## config.mk

```make
export PLATFORM = sky130hd
export DESIGN_NAME = parking_distance_bar_display
export DESIGN_NICKNAME = d
export VERILOG_FILES = /design/src/rtl/pdbd_pkg.sv /design/src/rtl/parking_distance_bar_display.sv /design/src/rtl/pdbd_ctrl.sv /design/src/rtl/pdbd_datapath.sv
export SDC_FILE = /design/constraint.sdc
export NUM_CORES = 2
export LEC_CHECK = 0
export BUFFER_PORTS_ARGS = -buffer_cell sky130_fd_sc_hd__clkbuf_2
export CAP_MARGIN = 10
export CORE_UTILIZATION = 55
export CTS_CLUSTER_SIZE = 24
export DETAILED_ROUTE_END_ITERATION = 6
export GPL_TIMING_DRIVEN = 0
export PLACE_DENSITY = 0.71
export SYNTH_ARGS = -nofsm -noshare
export SYNTH_HDL_FRONTEND = slang
export SYNTH_SLANG_ARGS = --single-unit
```

## constraint.sdc

```tcl
create_clock -name clock -period 17.1 [get_ports clock]
set_clock_uncertainty 0.15 [all_clocks]
set_input_delay 0 -clock clock [delete_from_list [all_inputs] [get_ports clock]]
set_output_delay 0 -clock clock [all_outputs]
set_load 0.005 [all_outputs]
```

## src/rtl/pdbd_pkg.sv

```systemverilog
//------------------------------------------------------------------------------
// pdbd_pkg
// Shared types and constants of the parking distance bar display.
//------------------------------------------------------------------------------
`default_nettype none
package pdbd_pkg;
   localparam int LedCountDefault    = 60;
   localparam int FlashPeriodDefault = 250;

   localparam logic [2:0] REG_FAR_START  = 3'd0;
   localparam logic [2:0] REG_GOOD_START = 3'd1;
   localparam logic [2:0] REG_GOOD_END   = 3'd2;
   localparam logic [2:0] REG_OK_END     = 3'd3;
   localparam logic [2:0] REG_STOP_LIMIT = 3'd4;
   localparam logic [2:0] REG_TIMEOUT    = 3'd5;
   localparam logic [2:0] REG_REFRESH    = 3'd6;
   localparam logic [2:0] REG_MOTION     = 3'd7;

   localparam logic [2:0] COLOR_BLACK    = 3'd0;
   localparam logic [2:0] COLOR_STOP_ON  = 3'd5;
   localparam logic [2:0] COLOR_STOP_OFF = 3'd6;
   localparam logic [2:0] COLOR_ERROR    = 3'd7;

   localparam logic [2:0] ZONE_FAR   = 3'd0;
   localparam logic [2:0] ZONE_STOP  = 3'd5;
   localparam logic [2:0] ZONE_ERROR = 3'd6;

   typedef enum logic [2:0] {
      ST_IDLE, ST_DIV, ST_SQ, ST_CUBE, ST_MUL, ST_OUT
   } state_type;

   typedef struct packed {
      logic start;
      logic div_step;
      logic do_sq;
      logic do_cube;
      logic do_mul;
      logic finish;
   } cmd_type;

   typedef struct packed {
      logic frame;
      logic need_split;
      logic div_done;
      logic out_busy;
   } sts_type;
endpackage
`default_nettype wire

```

## src/rtl/parking_distance_bar_display.sv

```systemverilog
//------------------------------------------------------------------------------
// parking_distance_bar_display
// Frame generator for a parking distance LED bar.
//------------------------------------------------------------------------------
// One request word is one millisecond tick. Ticks that end no refresh period,
// and frames in zones 0, 5 and 6 or blanked, end in the accepting state; a frame
// in zones 1 to 4 goes on through the 16-step serial divider, then the square,
// cubic, scaling multiply and output stages. The result sits in an output
// register, so the next tick is taken once that register can be refilled.
`default_nettype none
module parking_distance_bar_display
   import pdbd_pkg::*;
#(
   parameter int LED_COUNT       = LedCountDefault,
   parameter int FLASH_PERIOD_MS = FlashPeriodDefault
) (
   input  wire logic        clock,
   input  wire logic        reset,
   input  wire logic        req_tvalid,
   output logic             req_tready,
   input  wire logic [31:0] req_tdata,   // distance[15:0], change_rate[31:16]
   output logic             rsp_tvalid,
   input  wire logic        rsp_tready,
   output logic [23:0]      rsp_tdata,   // lit, zone, split_count, lower_color, upper_color
   input  wire logic        csr_psel,
   input  wire logic        csr_penable,
   input  wire logic        csr_pwrite,
   input  wire logic [4:0]  csr_paddr,
   input  wire logic [31:0] csr_pwdata,
   output logic [31:0]      csr_prdata,
   output logic             csr_pready
);
   logic [15:0] far_ff, gstart_ff, gend_ff, ok_ff, stop_ff;
   logic [23:0] timeout_ff;
   logic [9:0]  refresh_ff;
   logic [14:0] motion_ff;
   logic [2:0]  idx;
   cmd_type     cmd;
   sts_type     sts;

   assign csr_pready = 1'b1;
   assign idx = csr_paddr[4:2];

   always_ff @(posedge clock) begin
      if (reset) begin
         far_ff <= 16'd25600; gstart_ff <= 16'd19200; gend_ff <= 16'd12800;
         ok_ff <= 16'd7680; stop_ff <= 16'd3840; timeout_ff <= 24'd300000;
         refresh_ff <= 10'd100; motion_ff <= 15'd64;
      end else if (csr_psel && csr_penable && csr_pwrite) begin
         unique case (idx)
            REG_FAR_START:  far_ff     <= csr_pwdata[15:0];
            REG_GOOD_START: gstart_ff  <= csr_pwdata[15:0];
            REG_GOOD_END:   gend_ff    <= csr_pwdata[15:0];
            REG_OK_END:     ok_ff      <= csr_pwdata[15:0];
            REG_STOP_LIMIT: stop_ff    <= csr_pwdata[15:0];
            REG_TIMEOUT:    timeout_ff <= csr_pwdata[23:0];
            REG_REFRESH:    refresh_ff <= csr_pwdata[9:0];
            REG_MOTION:     motion_ff  <= csr_pwdata[14:0];
            default: ;
         endcase
      end
   end

   always_comb begin
      unique case (idx)
         REG_FAR_START:  csr_prdata = {16'd0, far_ff};
         REG_GOOD_START: csr_prdata = {16'd0, gstart_ff};
         REG_GOOD_END:   csr_prdata = {16'd0, gend_ff};
         REG_OK_END:     csr_prdata = {16'd0, ok_ff};
         REG_STOP_LIMIT: csr_prdata = {16'd0, stop_ff};
         REG_TIMEOUT:    csr_prdata = {8'd0, timeout_ff};
         REG_REFRESH:    csr_prdata = {22'd0, refresh_ff};
         REG_MOTION:     csr_prdata = {17'd0, motion_ff};
         default:        csr_prdata = '0;
      endcase
   end

   pdbd_ctrl u_ctrl (
      .clock(clock), .reset(reset), .req_tvalid(req_tvalid), .req_tready(req_tready),
      .sts(sts), .cmd(cmd)
   );

   pdbd_datapath #(.LED_COUNT(LED_COUNT), .FLASH_PERIOD_MS(FLASH_PERIOD_MS)) u_dp (
      .clock(clock), .reset(reset),
      .distance(req_tdata[15:0]), .change_rate(req_tdata[31:16]),
      .far_start(far_ff), .good_start(gstart_ff), .good_end(gend_ff),
      .ok_end(ok_ff), .stop_limit(stop_ff), .idle_limit(timeout_ff),
      .refresh_ms(refresh_ff), .motion_threshold(motion_ff),
      .cmd(cmd), .sts(sts),
      .rsp_tvalid(rsp_tvalid), .rsp_tready(rsp_tready), .rsp_tdata(rsp_tdata)
   );
endmodule
`default_nettype wire

```

## src/rtl/pdbd_ctrl.sv

```systemverilog
//------------------------------------------------------------------------------
// pdbd_ctrl
// Sequencer for the per-frame split computation.
//------------------------------------------------------------------------------
`default_nettype none
module pdbd_ctrl
   import pdbd_pkg::*;
(
   input  wire logic    clock,
   input  wire logic    reset,
   input  wire logic    req_tvalid,
   output logic         req_tready,
   input  wire sts_type sts,
   output cmd_type      cmd
);
   state_type state_ff, state_in;

   always_ff @(posedge clock) begin
      if (reset) state_ff <= ST_IDLE;
      else       state_ff <= state_in;
   end

   always_comb begin
      state_in   = state_ff;
      cmd        = '0;
      req_tready = 1'b0;
      unique case (state_ff)
         ST_IDLE: begin
            req_tready = !sts.out_busy;
            if (req_tvalid && !sts.out_busy) begin
               cmd.start = 1'b1;
               if (sts.frame && sts.need_split) state_in = ST_DIV;
            end
         end
         ST_DIV: begin
            cmd.div_step = 1'b1;
            if (sts.div_done) state_in = ST_SQ;
         end
         ST_SQ:   begin cmd.do_sq = 1'b1;   state_in = ST_CUBE; end
         ST_CUBE: begin cmd.do_cube = 1'b1; state_in = ST_MUL;  end
         ST_MUL:  begin cmd.do_mul = 1'b1;  state_in = ST_OUT;  end
         ST_OUT: begin
            if (!sts.out_busy) begin
               cmd.finish = 1'b1;
               state_in   = ST_IDLE;
            end
         end
         default: state_in = ST_IDLE;
      endcase
   end

   property p_start_only_idle;
      @(posedge clock) disable iff (reset) cmd.start |-> state_ff == ST_IDLE;
   endproperty
   a_start_only_idle: assert property (p_start_only_idle) else $error("start outside idle");
   a_no_accept_busy: assert property (@(posedge clock) disable iff (reset)
      sts.out_busy |-> !req_tready) else $error("accept while output full");
   a_div_to_sq: assert property (@(posedge clock) disable iff (reset)
      (state_ff == ST_DIV && sts.div_done) |=> state_ff == ST_SQ) else $error("div exit");
endmodule
`default_nettype wire

```

## src/rtl/pdbd_datapath.sv

```systemverilog
//------------------------------------------------------------------------------
// pdbd_datapath
// Tick counters, zone classifier, divider, cubic and output register.
//------------------------------------------------------------------------------
`default_nettype none
module pdbd_datapath
   import pdbd_pkg::*;
#(
   parameter int LED_COUNT       = LedCountDefault,
   parameter int FLASH_PERIOD_MS = FlashPeriodDefault
) (
   input  wire logic        clock,
   input  wire logic        reset,
   input  wire logic [15:0] distance,
   input  wire logic [15:0] change_rate,
   input  wire logic [15:0] far_start,
   input  wire logic [15:0] good_start,
   input  wire logic [15:0] good_end,
   input  wire logic [15:0] ok_end,
   input  wire logic [15:0] stop_limit,
   input  wire logic [23:0] idle_limit,
   input  wire logic [9:0]  refresh_ms,
   input  wire logic [14:0] motion_threshold,
   input  wire cmd_type     cmd,
   output sts_type          sts,
   output logic             rsp_tvalid,
   input  wire logic        rsp_tready,
   output logic [23:0]      rsp_tdata
);
   localparam logic [15:0] SPAN_FULL = 16'(256 * LED_COUNT);
   localparam logic [9:0]  FLASH_P   = 10'(FLASH_PERIOD_MS);
   localparam logic [7:0]  LED_N     = 8'(LED_COUNT);

   logic [9:0]  refresh_ff, refresh_in_v, flash_el_ff, flash_el_in;
   logic        armed_ff, flash_on_ff;
   logic [23:0] idle_ff, idle_inc;
   logic [2:0]  prev_ff;
   logic        valid_ff;
   logic [23:0] data_ff;
   logic [23:0] quick_word;
   logic        stop_entry;

   logic [15:0] mag;
   logic [9:0]  period, flash_inc;
   logic        frame, move, show;
   logic [2:0]  zone;
   logic [15:0] xv, dv;

   assign mag = change_rate[15] ? 16'(-change_rate) : change_rate;
   assign period = (refresh_ms == 10'd0) ? 10'd1 : refresh_ms;
   assign flash_inc = (flash_el_ff < 10'd1023) ? flash_el_ff + 10'd1 : flash_el_ff;
   assign idle_inc = (armed_ff && idle_ff != 24'hFFFFFF) ? idle_ff + 24'd1 : idle_ff;
   assign frame = ({1'b0, refresh_ff} + 11'd1) >= {1'b0, period};
   assign move = mag > {1'b0, motion_threshold};
   assign show = move || !armed_ff || (idle_inc <= idle_limit);

   always_comb begin
      xv = '0; dv = '0;
      if (distance >= far_start) zone = 3'd0;
      else if (distance >= good_start) begin
         zone = 3'd1; xv = distance - good_start; dv = far_start - good_start;
      end else if (distance >= good_end) begin
         zone = 3'd2; xv = distance - good_end; dv = good_start - good_end;
      end else if (distance >= ok_end) begin
         zone = 3'd3; xv = distance - ok_end; dv = good_end - ok_end;
      end else if (distance >= stop_limit) begin
         zone = 3'd4; xv = distance - stop_limit; dv = ok_end - stop_limit;
      end else if (stop_limit > distance) zone = ZONE_STOP;
      else zone = ZONE_ERROR;
   end

   assign sts.frame      = frame;
   assign sts.need_split = show && zone >= 3'd1 && zone <= 3'd4;
   assign sts.out_busy   = valid_ff && !rsp_tready;

   assign stop_entry = prev_ff != ZONE_STOP;

   always_comb begin
      if (!show) quick_word = '0;
      else if (zone == ZONE_FAR) quick_word = {6'd0, 3'd1, 3'd1, 8'd0, zone, 1'b1};
      else if (zone == ZONE_STOP) begin
         if (stop_entry || flash_on_ff)
            quick_word = {6'd0, COLOR_STOP_ON, COLOR_STOP_ON, 8'd0, zone, 1'b1};
         else
            quick_word = {6'd0, COLOR_STOP_OFF, COLOR_STOP_OFF, 8'd0, zone, 1'b1};
      end else quick_word = {6'd0, COLOR_ERROR, COLOR_ERROR, 8'd0, zone, 1'b1};
   end

   // Restoring divider: s = floor(x * 2^16 / dx), x < dx, one quotient bit per cycle.
   logic [15:0] x_ff, d_ff, s_ff;
   logic [16:0] rem_ff, trial;
   logic [4:0]  cnt_ff;
   logic [2:0]  zq_ff;
   logic [31:0] sq_ff;
   logic [17:0] w;
   logic [33:0] cube_ff;
   logic [15:0] t;
   logic signed [16:0] coef;
   logic signed [34:0] prod_ff;
   logic signed [35:0] vsum;
   logic [7:0]  split;

   assign trial = {rem_ff[15:0], 1'b0} - {1'b0, d_ff};
   assign sts.div_done = cnt_ff == 5'd15;
   assign w = 18'd196608 - {1'b0, s_ff, 1'b0};
   assign t = cube_ff[31:16];
   assign coef = $signed({1'b0, SPAN_FULL}) - $signed({1'b0, d_ff});
   assign vsum = $signed({4'd0, x_ff, 16'd0}) + 36'(prod_ff);

   always_comb begin
      if (vsum < 0) split = 8'd0;
      else if (vsum[35:24] > {4'd0, LED_N}) split = LED_N;
      else split = vsum[31:24];
   end

   always_ff @(posedge clock) begin
      if (cmd.start) begin
         x_ff <= xv; d_ff <= dv; rem_ff <= {1'b0, xv}; cnt_ff <= '0; zq_ff <= zone;
      end
      if (cmd.div_step) begin
         cnt_ff <= cnt_ff + 5'd1;
         if (!trial[16] || rem_ff[15]) begin
            rem_ff <= trial;
            s_ff   <= {s_ff[14:0], 1'b1};
         end else begin
            rem_ff <= {rem_ff[15:0], 1'b0};
            s_ff   <= {s_ff[14:0], 1'b0};
         end
      end
      if (cmd.do_sq)   sq_ff <= s_ff * s_ff;
      if (cmd.do_cube) cube_ff <= 34'((50'(sq_ff) * 50'(w)) >> 16);
      if (cmd.do_mul)  prod_ff <= coef * $signed({1'b0, t});
   end

   always_ff @(posedge clock) begin
      if (reset) begin
         refresh_ff <= '0; armed_ff <= 1'b0; idle_ff <= '0; prev_ff <= '0;
         flash_on_ff <= 1'b0; flash_el_ff <= '0; valid_ff <= 1'b0;
      end else if (cmd.start) begin
         refresh_ff <= frame ? 10'd0 : refresh_in_v;
         if (frame && move) begin
            armed_ff <= 1'b0; idle_ff <= '0;
         end else if (frame && !armed_ff) begin
            armed_ff <= 1'b1; idle_ff <= '0;
         end else begin
            idle_ff <= idle_inc;
         end
         if (frame && show && zone == ZONE_STOP && (stop_entry || flash_el_in >= FLASH_P)) begin
            flash_on_ff <= stop_entry ? 1'b1 : !flash_on_ff;
            flash_el_ff <= '0;
         end else begin
            flash_el_ff <= flash_el_in;
         end
         if (frame && show) prev_ff <= zone;
         valid_ff <= frame && !sts.need_split;
         if (frame && !sts.need_split) data_ff <= quick_word;
      end else if (cmd.finish) begin
         valid_ff <= 1'b1;
         data_ff  <= {6'd0, zq_ff + 3'd1, zq_ff, split, zq_ff, 1'b1};
      end else if (valid_ff && rsp_tready) begin
         valid_ff <= 1'b0;
      end
   end

   assign flash_el_in  = flash_inc;
   assign refresh_in_v = refresh_ff + 10'd1;
   assign rsp_tvalid   = valid_ff;
   assign rsp_tdata    = data_ff;

   a_no_overwrite: assert property (@(posedge clock) disable iff (reset)
      (valid_ff && !rsp_tready) |=> valid_ff && $stable(data_ff)) else $error("lost word");
   a_div_len: assert property (@(posedge clock) disable iff (reset)
      cmd.div_step |-> cnt_ff <= 5'd15) else $error("divider overrun");
   a_split_range: assert property (@(posedge clock) disable iff (reset)
      cmd.finish |-> split <= LED_N) else $error("split out of range");
endmodule
`default_nettype wire
```

==> results.cfg <==
[timing]
final-hold-violation-count = 0
grt_setup_unrepaired = false
slew-limit-headroom_pct = 21.37
post-route-period-util_pct = 61.11
final-max-slew-violation-count = 0
fmax_ghz = 0.09569
worstMarginPinSlew_ps = 1171
report.final.setup_viol = 0
timing.final.crit_period_ps = 10450
setup_total_negative_slack_ps = 0

[cells_and_area]
areaGrowthSynthToFinish_pct = 7.121
multiInputGateArea_um2 = 42990
final.fill_count = 9282
count_of_inserted_antenna_diode_cells = 0
final-seq-area_um2 = 8298
postLayoutCellArea_um2 = 61390
fin_cells = 8233
drive_gt1_share_pct = 3.692
nets = 8347

[clock_tree]
cts.repair.resized = 0
cts_root_buffer = clkbuf_16
numCtsBuffers = 40
level_count_of_the_clock_h_tree = 2
cts.clk_slew.worst_paths_ps = 60
clk_path_buf_depth = 3
tritoncts = built
clk-insertion-delay-late_ps = 580
clkSinkCount = 337

[place]
placed_cells = 8128
dp_hpwl_mm = 138.6
placement_cell_area_um2 = 59710
place_congestion = 0.9963
buffer_ports.inserted = 96

[floorplanning]
fp.dieArea_um2 = 105500
core_area_um2 = 103300
initial_utilization_pct = 55.45
floorplan.die.width_um = 324.8
die_height_um = 324.8
row_count = 118
ios = 135

[detailed_routing]
drt_drc_violations_left = 0
detail_route.iter0.violations = 3957
wl_per_cell_um = 20.18
vias_per_cell = 5.657
drt_wl_total_mm = 166.1
num_vias = 46580
drt_first_pass_iters = 6
drtAntennaViolNets = 0

[worst_setup_path]
critical_path.max_fanout = 10
critical_path.endpoint_type = flop
critical_path.startpoint_type = flop
critPathArrivalTime_ps = 10600
timing.setup.critical_path_class = flop to flop
required_time_reported_for_the_critical_path_endpoint_ps = 17250

[yosys]
synth_flop_cell = dfxtp_1
synth_enable_flop_cells = 155
syn-cell-area_um2 = 57310
synth-async-reset-ratio_pct = 0
synth_cell_types = 88
synth-seq-cells = 337
yosysWarnings = 0
synthesis.instances = 6619
portion_of_the_post_synthesis_area_used_by_sequential_elements_pct = 14.48
post_synth.cell_area_avg_um2 = 8.659

[power]
power_density_nw_per_um2 = 100.3
internal_power_w = 0.003403
switching_share_pct = 44.72
p_comb_share_pct = 67.8
p_seq_share_pct = 17.7
total_power_w = 0.006156
net-switching-power_w = 0.002753
vdd_drop_max_mv = 0.3239
clkPwrFrac_pct = 14.5
p_leak_nw = 29.38

[min_path]
hold_path_class = input port to flop

[global_route]
groute.usage.overall_pct = 31.82
grt_first_pass_wirelength_mm = 262.2
antenna_found_initial = 0
number_of_global_route_vias_before_repair = 47210
grt-ovfl-total = 0
pin_count_of_the_biggest_net_entering_global_routing = 26

[run]
max_cap_violations = 0

[status]
outcome = complete, no violations
-- final cells by class --
| class | instances | share of cell area, % |
|---|---|---|
| clock buffer | 50 | 1.861 |
| multi-input combinational | 4697 | 70.03 |
| clock inverter | 22 | 0.3383 |
| sequential | 337 | 13.52 |
| timing repair buffer | 134 | 1.427 |
| buffer | 283 | 1.885 |
| inverter | 1330 | 8.132 |
| tap | 1380 | 2.812 |
-- cells by family after synthesis --
group                      count (synthesis)  synth area share, %
and+or+nand+nor                         1964                16.08
buffers and inverters                   1613                10.73
adders and majority gates               1448                43.31
AOI/OAI and AO/OA                        945                10.44
DFF                                      337                14.48
xor gates and xnor gates                 268                4.096
muxes                                     42               0.8558
other                                      2              0.01310
-- layer usage --
metal | GRT usage (%) | routed length (um)
met2 | 50.77 | 75370
met5 | 0 | 0
met3 | 5.197 | 14100
met4 | 11.04 | 6399
met1 | 43.94 | 70270
-- cell usage after synthesis, drive strengths merged, types with 37 or more instances --
cell type,count,area (um2)
xor2,74,648.1
clkbuf,243,920.9
nand4,37,246.5
a21oi,350,1755
o211ai,55,412.9
o21a,38,285.3
nor2b,42,262.8
edfxtp,155,4654
fa,893,17880
and3,43,269.0
a21o,86,645.6
nor2,240,900.9
o21ai,152,760.7
nand2,960,3603
ha,555,6944
inv,1325,4974
and2,350,2190
xnor2,194,1699
nand3,78,390.4
nor3,81,415.4
dfxtp,182,3643
buf,40,234.0
-- power by group through the flow --
stage                     logic [W]  clock network (W)  registers (W)
after floorplan             0.00311                  0        0.00110
after global placement      0.00404                  0        0.00111
after detailed placement    0.00410                  0        0.00111
after CTS                   0.00421           0.000899        0.00109
after global routing        0.00479           0.000932        0.00109
final                       0.00417           0.000894        0.00109
-- critical path, cell delays in order, from the launching register on --
cell and delay, ps:
edfxtp_1 790, inv_1 310, ha_1 310, and3_1 230
nand2_1 170, nor2_1 80, xnor2_1 630, clkbuf_1 520
nand2_1 170, fa_1 560, inv_1 50, fa_1 480
fa_1 600, fa_1 450, fa_1 490, inv_1 50
fa_1 470, inv_1 40, ha_1 320, nand3_1 220
nor4_1 850, o21ai_0 570, a41oi_1 410, o21ai_0 210
a221oi_1 510, o22ai_1 230, o21bai_1 200, xnor2_1 110
-- path summary, 6_finish.rpt --
kind                                    from          endpoint  slack, ps  cells past startpoint
worst min-delay path            csr_paddr[2]    timeout_ff[23]         40                      5
worst max-delay path            u_dp.s_ff[0]  u_dp.cube_ff[31]       6650                     27
worst max register to register  u_dp.s_ff[0]  u_dp.cube_ff[31]       6650                     27
worst min register to register  u_dp.s_ff[4]      u_dp.s_ff[5]        300                      0
-- timing repair --
item,CTS,global route
setup buffers,0,0
endpoints found under the hold margin,133,0
hold buffers,33,0
-- flip-flops by register name, summed over array words and instances (netlist names), 3 cells and up --
signal / cells
u_dp.sq_ff: 31
timeout_ff: 24
u_dp.idle_ff: 24
u_dp.prod_ff: 18
u_dp.rsp_tdata: 18
far_ff: 16
gend_ff: 16
gstart_ff: 16
ok_ff: 16
stop_ff: 16
u_dp.cube_ff: 16
u_dp.d_ff: 16
u_dp.rem_ff: 16
u_dp.s_ff: 16
u_dp.x_ff: 16
motion_ff: 15
refresh_ff: 10
u_dp.flash_el_ff: 10
u_dp.refresh_ff: 10
u_dp.cnt_ff: 5
u_ctrl.state_ff: 3
u_dp.prev_ff: 3
u_dp.zq_ff: 3
-- stage by stage --
stage | util, % | hold WS (ps) | setup WS, ps
2_1_floorplan | - | -14.04 | 9224
3_3_place_gp | 57.69 | 77.79 | 6861
3_5_place_dp | 57.78 | 81.53 | 6798
4_1_cts | 59.40 | 1.938 | 6768
5_1_grt | 59.40 | 53.51 | 6307
6_report | 59.40 | 41.08 | 6650
-- placed cells by master (no fill, tap or decap), types with 18 or more instances in the layout --
master         instances
inv_1               1325
nand2_1              960
fa_1                 893
ha_1                 555
and2_1               350
a21oi_1              348
nor2_1               240
clkbuf_1             237
xnor2_1              194
dfxtp_1              182
edfxtp_1             155
o21ai_0              145
clkbuf_2             105
a21o_1                86
nor3_1                78
nand3_1               78
xor2_1                74
o211ai_1              55
and3_1                43
clkbuf_16             43
nor2b_1               42
o21a_1                38
nand4_1               36
dlygate4sd3_1         33
nand2b_1              31
mux2i_1               31
a31oi_1               30
conb_1                30
a211oi_1              29
o22ai_1               26
or3_1                 23
a22oi_1               21
a221oi_1              20
o31ai_1               19
or2_2                 18
buf_4                 18
No activity file was read; power rests on OpenSTA's default activity.
